File: config.mk
export PLATFORM = sky130hd
export DESIGN_NAME = bvm_front
export DESIGN_NICKNAME = d
export VERILOG_FILES = /design/src/rtl/bvm_pkg.sv /design/src/rtl/bvm_front.sv
export SDC_FILE = /design/constraint.sdc
export NUM_CORES = 1
export LEC_CHECK = 0
export BUFFER_PORTS_ARGS = -buffer_cell sky130_fd_sc_hd__buf_2
export CORE_AREA = 8 8 220 222
export CTS_CLUSTER_SIZE = 28
export DETAILED_ROUTE_END_ITERATION = 10
export DIE_AREA = 0 0 228 230
export PLACE_DENSITY = 0.49
export SLEW_MARGIN = 10
export SYNTH_ARGS = -nofsm -noshare
export SYNTH_HDL_FRONTEND = slang
export SYNTH_SLANG_ARGS = --single-unit
export TNS_END_PERCENT = 5
File: constraint.sdc
create_clock -name i_clk -period 14.3 [get_ports i_clk]
set_clock_uncertainty 0.15 [all_clocks]
set_input_delay 3.575 -clock i_clk [delete_from_list [all_inputs] [get_ports i_clk]]
set_output_delay 3.575 -clock i_clk [all_outputs]
set_load 0.02 [all_outputs]
File: src/rtl/bvm_pkg.sv
// Shared types, opcodes and sizes for the bytecode variable machine executor.
package bvm_pkg;

    localparam int NUM_VARIABLES   = 256;
    localparam int ARRAY_COUNT     = 16;
    localparam int ARRAY_CAPACITY  = 256;
    localparam int STRING_COUNT    = 16;
    localparam int STRING_CAPACITY = 256;
    localparam int STACK_DEPTH     = 256;

    localparam int VAR_AW   = $clog2(NUM_VARIABLES);
    localparam int CONT_W   = 4;
    localparam int ELEM_AW  = $clog2(ARRAY_CAPACITY);
    localparam int STORE_AW = CONT_W + ELEM_AW;
    localparam int STK_AW   = $clog2(STACK_DEPTH);
    localparam int SP_W     = STK_AW + 1;
    localparam int LEN_W    = 9;
    localparam int DIV_STEPS = 32;
    localparam int DIV_CW   = $clog2(DIV_STEPS + 1);

    typedef enum logic [4:0] {
        OP_SET  = 5'd0,  OP_ADD  = 5'd1,  OP_SUB  = 5'd2,  OP_MUL  = 5'd3,
        OP_DIV  = 5'd4,  OP_MOD  = 5'd5,  OP_INC  = 5'd6,  OP_DEC  = 5'd7,
        OP_GT   = 5'd8,  OP_LT   = 5'd9,  OP_EQ   = 5'd10, OP_NE   = 5'd11,
        OP_LE   = 5'd12, OP_GE   = 5'd13, OP_END  = 5'd14, OP_JMP  = 5'd15,
        OP_CALL = 5'd16, OP_RET  = 5'd17, OP_ASET = 5'd18, OP_AGET = 5'd19,
        OP_ALEN = 5'd20, OP_SSET = 5'd21, OP_SGET = 5'd22, OP_SLEN = 5'd23,
        OP_PRN  = 5'd24, OP_PRC  = 5'd25, OP_INN  = 5'd26, OP_INCH = 5'd27,
        OP_NOP  = 5'd28, OP_ACLR = 5'd29
    } t_op;

    typedef enum logic [1:0] {
        PK_NONE = 2'd0, PK_NUM = 2'd1, PK_CHAR = 2'd2
    } t_pkind;

    typedef enum logic [1:0] {
        FLT_NONE = 2'd0, FLT_DIV0 = 2'd1, FLT_INDEX = 2'd2
    } t_fault;

    typedef enum logic [2:0] {
        S_CLEAR, S_IDLE, S_EXEC, S_MUL, S_DIV, S_GET, S_RET
    } t_state;

    typedef enum logic [2:0] {
        R_DONE, R_MUL, R_DIV, R_GET, R_RET
    } t_route;

    typedef struct packed {
        t_op                op;
        logic [15:0]        pc;
        logic [7:0]         tgt;
        logic [CONT_W-1:0]  cont;
        logic [31:0]        a_raw;
        logic [31:0]        b_raw;
        logic               a_var;
        logic               b_var;
        logic [31:0]        con;
        logic               rd0_en;
        logic [VAR_AW-1:0]  rd0_addr;
        logic               rd1_en;
        logic [VAR_AW-1:0]  rd1_addr;
    } t_item;

    typedef struct packed {
        logic pop;
        logic clearing;
    } t_bctl;

endpackage

File: src/rtl/bvm_front.sv
// Front end: accepts instructions, resolves variable read ports, two-entry queue.
module bvm_front import bvm_pkg::*; (
    input  logic              i_clk,
    input  logic              i_rst_n,
    input  logic              i_valid,
    output logic              o_stall,
    input  logic [4:0]        i_operation,
    input  logic [15:0]       i_pc,
    input  logic [7:0]        i_target_slot,
    input  logic [CONT_W-1:0] i_container_index,
    input  logic [31:0]       i_first_operand,
    input  logic [31:0]       i_second_operand,
    input  logic              i_first_is_variable,
    input  logic              i_second_is_variable,
    input  logic [31:0]       i_console_value,
    input  t_bctl             i_ctl,
    output t_item             o_item,
    output logic              o_item_valid
);

    t_item      r_q [2];
    logic       r_wp, r_rp;
    logic [1:0] r_cnt;
    t_item      dec;
    logic       accept;
    t_op        op;

    always_comb begin
        op           = t_op'(i_operation);
        dec.op       = op;
        dec.pc       = i_pc;
        dec.tgt      = i_target_slot;
        dec.cont     = i_container_index;
        dec.a_raw    = i_first_operand;
        dec.b_raw    = i_second_operand;
        dec.a_var    = i_first_is_variable;
        dec.b_var    = i_second_is_variable;
        dec.con      = i_console_value;
        dec.rd0_en   = i_first_is_variable && (i_first_operand < 32'(NUM_VARIABLES));
        dec.rd0_addr = i_first_operand[VAR_AW-1:0];
        // inc and dec read the target itself on the second port
        if (op == OP_INC || op == OP_DEC) begin
            dec.rd1_en   = (32'(i_target_slot) < 32'(NUM_VARIABLES));
            dec.rd1_addr = VAR_AW'(i_target_slot);
        end else begin
            dec.rd1_en   = i_second_is_variable && (i_second_operand < 32'(NUM_VARIABLES));
            dec.rd1_addr = i_second_operand[VAR_AW-1:0];
        end
    end

    assign o_stall      = (r_cnt == 2'd2) || i_ctl.clearing;
    assign accept       = i_valid && !o_stall;
    assign o_item       = r_q[r_rp];
    assign o_item_valid = (r_cnt != 2'd0);

    always_ff @(posedge i_clk) begin
        if (accept) begin
            r_q[r_wp] <= dec;
        end
    end

    always_ff @(posedge i_clk) begin
        if (!i_rst_n) begin
            r_wp  <= 1'b0;
            r_rp  <= 1'b0;
            r_cnt <= 2'd0;
        end else begin
            if (accept) begin
                r_wp <= !r_wp;
            end
            if (i_ctl.pop) begin
                r_rp <= !r_rp;
            end
            r_cnt <= r_cnt + 2'(accept) - 2'(i_ctl.pop);
        end
    end

endmodule

==> results of run 1 <==
[power by group]
group          leakage, nW  total (mW)  switching [mW]  internal [mW]
clock                0.457       0.741           0.310          0.431
combinational         2.14       0.246           0.142          0.104
sequential            2.62       0.980          0.0124          0.967
[area by class of cell]
class	count	share of cell area (%)
Sequential cell	287	61.0
Inverter	5	0.169
Tap cell	600	5.34
Clock inverter	18	0.998
Multi-Input combinational cell	188	16.3
Clock buffer	38	5.71
Timing Repair Buffer	291	10.5
[stage by stage]
step | hold WS [ns] | instance area [sq um] | instances
final | 0.350 | 14000 | 1427
after global routing | 0.369 | 14000 | 1427
after CTS | 0.346 | 14000 | 1427
after detailed placement | 0.335 | 13100 | 1371
after global placement | 0.329 | 13100 | 1371
after floorplan | 0.311 | 11100 | 505
[cell families after synthesis]
group,share of synthesized area [%]
flip-flops,77.3
multiplexers,18.2
AND/OR/NAND/NOR,1.83
buffers and inverters,2.12
AO/OA/AOI/OAI,0.181
XOR/XNOR,0.158
adder cells (fa/ha/maj),0.226
[Yosys cell counts (all sizes together)]
library cell  instances  area, sq um
a21oi                 1         5.00
and2                  2         13.8
and4bb                1         12.5
buf                  25          216
dfxtp                 5          100
edfxtp              282         8470
ha                    2         25.0
inv                   5         18.8
mux2                149         2020
nand3                 2         10.0
nand4                 2         12.5
nor2                  7         26.3
nor2b                 1         13.8
nor3                  3         15.0
nor4                  8         50.1
nor4b                 2         17.5
o21bai                1         7.51
o31ai                 1         7.51
or2                   2         12.5
or3                   1         7.51
or4                   1         11.3
xnor2                 1         8.76
xor2                  1         8.76
[state kept, by name, indices dropped and copies added (netlist names), named ones only]
signal  flops
r_q       282
r_cnt       2
r_rp        1
r_wp        1
[worst max-delay path, delay by kind of cell]
family	cells	cell delay, ns
buf+inv	2	0.27
simple gates	1	0.28
[worst max-delay path by stage]
| stage | to | cells past startpoint | slack, ns |
|---|---|---|---|
| floorplan | r_q[1][0] | 3 | 3.56 |
| global placement | o_stall | 3 | 6.44 |
| detailed placement | o_stall | 3 | 6.45 |
| CTS | o_stall | 3 | 6.44 |
| global route | o_stall | 3 | 6.42 |
| finish | o_stall | 3 | 6.44 |
[layer usage]
layer  vias to the layer above  routed length, um  track usage, %
li1                       2592                  -               -
met1                      2733              10500            11.0
met2                       181              11600            14.3
met3                        34               1830            3.16
met4                         4                544            2.69
met5                         -                 23               0
==> out/qor.csv, run 1 <==
metric;value;unit
Peak supply drop;0.0000816;V
Hold WC Path Type;register to register;
setup bufs post-CTS;0;
DRC;0;
WP data required;10.57;ns
Storage cell area;0.00857;sq mm
reg2reg setup slack;11.30;ns
Critical Path Source;i_ctl[0];
final period utilization;54.9;%
clk_lat worst skew;0.56;ns
first-pass GRT wire length;36600;um
H-tree levels;1;
# rows;78;
die width;228;um
port bufs;286;
Power Total;1.97;mW
crit-path cells;buf_2, or2_2, buf_2;
Inserted Clock Buffers;31;
grt total ovfl;0;
Ys Warns;0;
worst r2r path cells;4;
Resized cells post-CTS;0;
relative slew slack;30.7;%
I/O pin total;287;
initial DRC count;247;
antenna cell count;0;
hold path startpoint;r_wp;
Slew Limit Fails;0;
Final #Nets;942;
Avg Vias per Cell;3.89;
CP Class;primary input to output port;
CP Capture Type;output port;
Worst Setup Start Kind;primary input;
gp weighted congestion;0.681;
FF-to-FF Start;r_cnt[1];
most frequent cell on the critical path;buf_2;
final wirelength;24500;um
Pre-antenna DRT Iters;4;
sum of negative setup slack;0;ns
Final Hold Viols;0;
Die Height;230;um
Syn Inst Count;505;
RSZ-0062 raised after global routing;no;
Starting Density;24.7;%
commonest non-fill, non-tap cell in the layout;buf_2;
Syn Std Cell Area;0.0111;sq mm
Crit Path Max Fanout;4;
WP data arrival;4.13;ns
run status;completed;
fin util;31.3;%
worst hold endpoint;r_wp;
syn nets;643;
TritonCTS clock tree;built;
Filler Cell Count;4493;
largest net degree at the start of global routing;83;
fin crit period;7.86;ns
HPWL after DPL;16500;um
die area;0.0524;sq mm
share of cells above drive strength 1;59.5;%
vias in the first global route;5843;
Hold Path Depth;2;
Critical R2R Capture;r_q[1][88];
vias after detailed routing;5544;
initial antenna violation count;2;
Setup Viol. Count Final;0;
Worst-path clk slew;0.06;ns
max incr delay on CP;0.28;ns
clk buf depth;3;
multi-input logic area;0.00229;sq mm
ANT nets after route;0;
CTS root buf;clkbuf_16;
Wirelength per Cell;17.2;um
Place WS;6.45;ns
Core ar.;0.0449;sq mm
area grow syn2layout;26.7;%
CP max stage cell;or2_2;
fin worst setup slack;6.44;ns
Lkg Pwr;5.22;nW
Worst-Margin Slew;1.04;ns
Synth Register Bits;287;
Max Clk Rate;127;MHz
commonest non-fill, non-tap cells in the layout;buf_2 (286), edfxtp_1 (282), mux2_4 (90);
clock sink count;287;
Post-CTS Hold Buffers;0;
pwr dens;140;mW/mm^2
Max Cap Viol;0;
post-synthesis sequential area ratio;77.3;%
Total GRT Usage;8.85;%
Synth cell types;27;
Avg Inst Size Synth;21.9;sq um
(Power assumes the default switching activity.)
==> inputs of run 2 (changes only) <==
--- a/config.mk
+++ b/config.mk
@@ -10,7 +10,7 @@
 export CTS_CLUSTER_SIZE = 28
 export DETAILED_ROUTE_END_ITERATION = 10
 export DIE_AREA = 0 0 228 230
-export PLACE_DENSITY = 0.49
+export PLACE_DENSITY = 0.5
 export SLEW_MARGIN = 10
 export SYNTH_ARGS = -nofsm -noshare
 export SYNTH_HDL_FRONTEND = slang
==> constraint.sdc (replaced) <==
create_clock -name i_clk -period 6.59 [get_ports i_clk]
set_clock_uncertainty 0.15 [all_clocks]
set_input_delay 1.6475 -clock i_clk [delete_from_list [all_inputs] [get_ports i_clk]]
set_output_delay 1.6475 -clock i_clk [all_outputs]
set_load 0.02 [all_outputs]
==> run 2 against run 1 <==
Core utilization rose by 0.38 points. Register-to-register slack got worse by 7.2 ns. Cell count barely moved. Die area did not move. Clock power rose by 140%. Critical path type is now register to output port. Critical endpoint is now o_item[53]. Largest cell class unchanged.
==> out/qor.csv, run 2 (synthesis results as in run 1) <==
metric;value;unit;change
CP Capture Type;output port;;unchanged
Worst Setup Start Kind;register;;was primary input
Peak supply drop;0.000198;V;was 0.0000816 V
WP data arrival;2.60;ns;was 4.13 ns
Worst-path clk slew;0.05;ns;was 0.06 ns
Hold Path Depth;2;;unchanged
first-pass GRT wire length;37100;um;was 36,600 um
fin crit period;4.40;ns;
Inserted Clock Buffers;34;;was 31
run status;completed;;unchanged
Final Hold Viols;0;;unchanged
Max Clk Rate;227;MHz;
Max Cap Viol;0;;unchanged
initial DRC count;281;;was 247
Top delay family on crit path;flip-flops;;was simple AND/OR/NAND/NOR gates
FF-to-FF Start;r_cnt[1];;unchanged
Cell Area, Placed;0.0132;sq mm;was 0.0131 sq mm
TritonCTS clock tree;built;;unchanged
share of cells above drive strength 1;59.7;%;was 59.5%
hold path startpoint;r_wp;;unchanged
Avg Vias per Cell;3.99;;was 3.89
Total GRT Usage;9.12;%;was 8.85%
WP data required;4.79;ns;was 10.57 ns
Layout Cell Area excl Fill;0.0142;sq mm;was 0.0140 sq mm
clk_lat worst skew;0.51;ns;was 0.56 ns
RSZ-0062 raised after global routing;no;;unchanged
# rows;78;;unchanged
crit-path cells;buf_4, mux2_2, buf_2;;was buf_2, or2_2, buf_2
gp weighted congestion;0.703;;was 0.681
Final #Nets;945;;was 942
Power Total;4.46;mW;was 1.97 mW
Setup Viol. Count Final;0;;unchanged
pwr dens;313;mW/mm^2;was 140 mW/mm^2
max incr delay on CP;0.91;ns;was 0.28 ns
CP max stage cell;dfxtp_4;;was or2_2
Die Height;230;um;unchanged
number of buffers and inverters on the critical path;2;;unchanged
ANT nets after route;0;;unchanged
Top reg by flops;r_q;;unchanged
reg2reg setup slack;4.13;ns;was 11.30 ns
clock sink count;287;;unchanged
max reg flops;282;;unchanged
worst r2r path cells;4;;unchanged
CTS root buf;clkbuf_16;;unchanged
grt total ovfl;0;;unchanged
die area;0.0524;sq mm;unchanged
Hold WC Path Type;register to register;;unchanged
port bufs;286;;unchanged
H-tree levels;2;;was 1
Post-CTS Hold Buffers;0;;unchanged
Lkg Pwr;5.30;nW;was 5.22 nW
clk buf depth;3;;unchanged
antenna cell count;0;;unchanged
Worst-Margin Slew;0.872;ns;was 1.04 ns
commonest non-fill, non-tap cell in the layout;buf_2;;unchanged
HPWL after DPL;16400;um;was 16,500 um
Crit Path Max Fanout;48;;was 4
area grow syn2layout;28.3;%;was 26.7%
Largest regs;r_q: 282 flops, r_cnt: 2 flops;;unchanged
Core ar.;0.0449;sq mm;unchanged
final wirelength;24800;um;was 24,500 um
Pre-antenna DRT Iters;6;;was 4
worst hold endpoint;r_wp;;unchanged
initial antenna violation count;1;;was 2
commonest non-fill, non-tap cells in the layout;buf_2 (286), edfxtp_1 (282), mux2_4 (90);;unchanged
final period utilization;66.7;%;
Slew Limit Fails;0;;unchanged
DRC;0;;unchanged
I/O pin total;287;;unchanged
vias in the first global route;6111;;was 5,843
Wirelength per Cell;17.4;um;was 17.2 um
largest net degree at the start of global routing;84;;was 83
Filler Cell Count;4465;;was 4,493
Critical R2R Capture;r_q[0][17];;was r_q[1][88]
vias after detailed routing;5691;;was 5,544
Starting Density;24.7;%;unchanged
sum of negative setup slack;0;ns;unchanged
die width;228;um;unchanged
relative slew slack;41.9;%;was 30.7%
Resized cells post-CTS;0;;unchanged
CP Class;register to output port;;was primary input to output port
setup bufs post-CTS;0;;unchanged
run 2: cell type report:
type                       instances  area (sq um)  area share (%)
sequential                       287          8570            60.3
multi-input combinational        188          2290            16.1
timing repair buffer             291          1520            10.7
clock buffer                      45           956            6.72
tap                              600           751            5.28
clock inverter                    12           108           0.757
inverter                           5          23.8           0.167
run 2: routing by layer:
layer | global-route usage, % | wire length [um] | vias up | share of wire [%]
li1 | - | - | 2610 | -
met1 | 10.8 | 10500 | 2820 | 42
met2 | 14.5 | 11500 | 210 | 47
met3 | 3.57 | 2070 | 49 | 8.3
met4 | 4.19 | 744 | 2 | 3.0
met5 | 0 | 12 | - | 0.048
run 2: through the flow:
step                hold WS [ns]  worst slack (ns)  util (%)  std cells
floorplan                  0.311             0.161         -        505
global placement           0.331              2.58      29.3       1371
detailed placement         0.342              2.59      29.3       1371
CTS                        0.350              2.04      31.7       1428
global route               0.375              1.97      31.7       1428
finish                     0.351              2.19      31.7       1428
run 2: worst reg2reg max path: stages, from the launching register on:
cell and delay [ns]:
dfxtp_1 0.32, nor2b_4 0.14, or4_4 0.45, inv_6 0.43, buf_12 0.43
run 2: how the worst max path moves through the flow:
stage	endpoint	slack, ns	cells after the start
2_1_floorplan	r_q[1][0]	0.16	3
3_3_place_gp	o_stall	2.58	3
3_5_place_dp	o_stall	2.59	3
4_1_cts	o_item[25]	2.04	3
5_1_grt	o_item[25]	1.97	3
6_report	o_item[53]	2.19	3
run 2: report_power, final:
part / switching, mW / internal (mW)
sequential: 0.0326 / 2.10
clock: 0.699 / 1.09
combinational: 0.304 / 0.228
==> inputs of run 3 (changes only) <==
--- a/config.mk
+++ b/config.mk
@@ -10,7 +10,7 @@
 export CTS_CLUSTER_SIZE = 28
 export DETAILED_ROUTE_END_ITERATION = 10
 export DIE_AREA = 0 0 228 230
-export PLACE_DENSITY = 0.5
+export PLACE_DENSITY = 0.49
 export SLEW_MARGIN = 10
 export SYNTH_ARGS = -nofsm -noshare
 export SYNTH_HDL_FRONTEND = slang
==> constraint.sdc (replaced) <==
create_clock -name i_clk -period 4.15 [get_ports i_clk]
set_clock_uncertainty 0.15 [all_clocks]
set_input_delay 1.0375 -clock i_clk [delete_from_list [all_inputs] [get_ports i_clk]]
set_output_delay 1.0375 -clock i_clk [all_outputs]
set_load 0.02 [all_outputs]
==> run 3 against run 2 <==
Die area is the same. First-iteration DRC count shrank 11%. Flip-flop and latch count is the same. Largest power group unchanged. Highest routed layer unchanged.
==> out/qor.csv, run 3 (synthesis results as in run 1) <==
metric;value;unit;change
Final #Nets;954;;was 945
Layout Cell Area excl Fill;0.0143;sq mm;was 0.0142 sq mm
grt total ovfl;0;;unchanged
CP Class;register to output port;;unchanged
Worst-Margin Slew;0.746;ns;was 0.872 ns
# rows;78;;unchanged
RSZ-0062 raised after global routing;no;;unchanged
commonest non-fill, non-tap cells in the layout;buf_2 (286), edfxtp_1 (282), mux2_4 (90);;unchanged
final wirelength;25500;um;was 24,800 um
Min Hold Slack;0.349;ns;was 0.351 ns
port bufs;286;;unchanged
Worst Setup Start Kind;register;;unchanged
gp weighted congestion;0.682;;was 0.703
max reg flops;282;;unchanged
Filler Cell Count;4429;;was 4,465
Comb power frac;12.6;%;was 11.9%
largest net degree at the start of global routing;79;;was 84
Hold WC Path Type;register to register;;unchanged
area grow syn2layout;29.0;%;was 28.3%
DRC;0;;unchanged
Pre-antenna DRT Iters;4;;was 6
Max Cap Viol;0;;unchanged
Final Hold Viols;0;;unchanged
die width;228;um;unchanged
final period utilization;83.0;%;
Reg power frac;48.2;%;was 47.8%
Crit Path Max Fanout;39;;was 48
Largest regs;r_q: 282 flops, r_cnt: 2 flops;;unchanged
relative slew slack;50.2;%;was 41.9%
Lkg Pwr;5.33;nW;was 5.30 nW
sw frac;23.2;%;was 23.3%
die area;0.0524;sq mm;unchanged
ANT nets after route;0;;unchanged
Inserted Clock Buffers;31;;was 34
Int Pwr;5.39;mW;was 3.42 mW
TritonCTS clock tree;built;;unchanged
vias in the first global route;6196;;was 6,111
Worst-path clk slew;0.06;ns;was 0.05 ns
clk buf depth;3;;unchanged
Resized cells post-CTS;0;;unchanged
clk_lat worst skew;0.55;ns;was 0.51 ns
commonest non-fill, non-tap cell in the layout;buf_2;;unchanged
Post-CTS Hold Buffers;0;;unchanged
H-tree levels;1;;was 2
sum of negative setup slack;0;ns;unchanged
vias after detailed routing;5694;;was 5,691
Setup Viol. Count Final;0;;unchanged
Sw Pwr;1.63;mW;was 1.04 mW
CP Capture Type;output port;;unchanged
Total GRT Usage;9.23;%;was 9.12%
Starting Density;24.7;%;unchanged
run status;completed;;unchanged
pwr dens;491;mW/mm^2;was 313 mW/mm^2
share of cells above drive strength 1;59.9;%;was 59.7%
Top reg by flops;r_q;;unchanged
fin crit period;3.44;ns;
initial DRC count;249;;was 281
initial antenna violation count;3;;was 1
Die Height;230;um;unchanged
Core ar.;0.0449;sq mm;unchanged
Clk network pwr share;39.3;%;was 40.2%
CTS root buf;clkbuf_16;;unchanged
HPWL after DPL;17300;um;was 16,400 um
clock sink count;287;;unchanged
Max Clk Rate;290;MHz;
setup bufs post-CTS;0;;unchanged
Avg Vias per Cell;3.95;;was 3.99
Slew Limit Fails;0;;unchanged
I/O pin total;287;;unchanged
Peak supply drop;0.000354;V;was 0.000198 V
Cell Area, Placed;0.0133;sq mm;was 0.0132 sq mm
WP data arrival;2.26;ns;was 2.60 ns
first-pass GRT wire length;38100;um;was 37,100 um
WP data required;2.96;ns;was 4.79 ns
Wirelength per Cell;17.7;um;was 17.4 um
run 3: power groups by stage:
stage	registers [mW]	clock network [mW]	logic, mW
floorplan	3.42	0	0.587
global route	3.39	2.96	0.942
detailed placement	3.44	0	0.900
CTS	3.38	2.87	0.903
finish	3.38	2.76	0.881
global placement	3.44	0	0.895
run 3: final timing paths:
path | start | endpoint | slack [ns] | cells past startpoint
worst min-delay path | r_wp | r_wp | 0.35 | 2
worst max register to register | r_cnt[1] | r_q[0][135] | 2.14 | 4
worst min register to register | r_wp | r_wp | 0.35 | 2
worst max-delay path | register | o_item[17] | 0.71 | 3
run 3: cell type report:
type                            instances  area (sq um)  area share, %
Sequential cell                       287          8570           59.9
Multi-Input combinational cell        188          2290           16.0
Timing Repair Buffer                  303          1650           11.5
Clock buffer                           39           806           5.63
Tap cell                              600           751           5.25
Clock inverter                         18           210           1.47
Inverter                                5          22.5          0.157
Antenna cell                            1          2.50         0.0175
run 3: critical path, cell delays in order (launching register included):
cell     delay [ns]
dfxtp_4        0.83
buf_12         0.31
mux2_2         0.36
buf_2          0.16
run 3: metal layers:
layer	GRT usage (%)	part of all wire, %	routed length (um)	vias up
met4	2.47	1.8	466	4
li1	-	-	-	2620
met1	11.7	44	11100	2848
met3	3.35	8.1	2050	33
met2	14.7	46	11800	189
met5	0	0.063	16	-
run 3: metrics by stage:
step                total power, mW  worst slack [ns]  utilization [%]  cells
floorplan                      4.01            0.0160                -    505
global placement               4.34              1.23             29.6   1383
detailed placement             4.34              1.21             29.6   1383
CTS                            7.15             0.585             31.9   1440
global route                   7.30             0.535             31.9   1440
finish                         7.02             0.705             31.9   1441
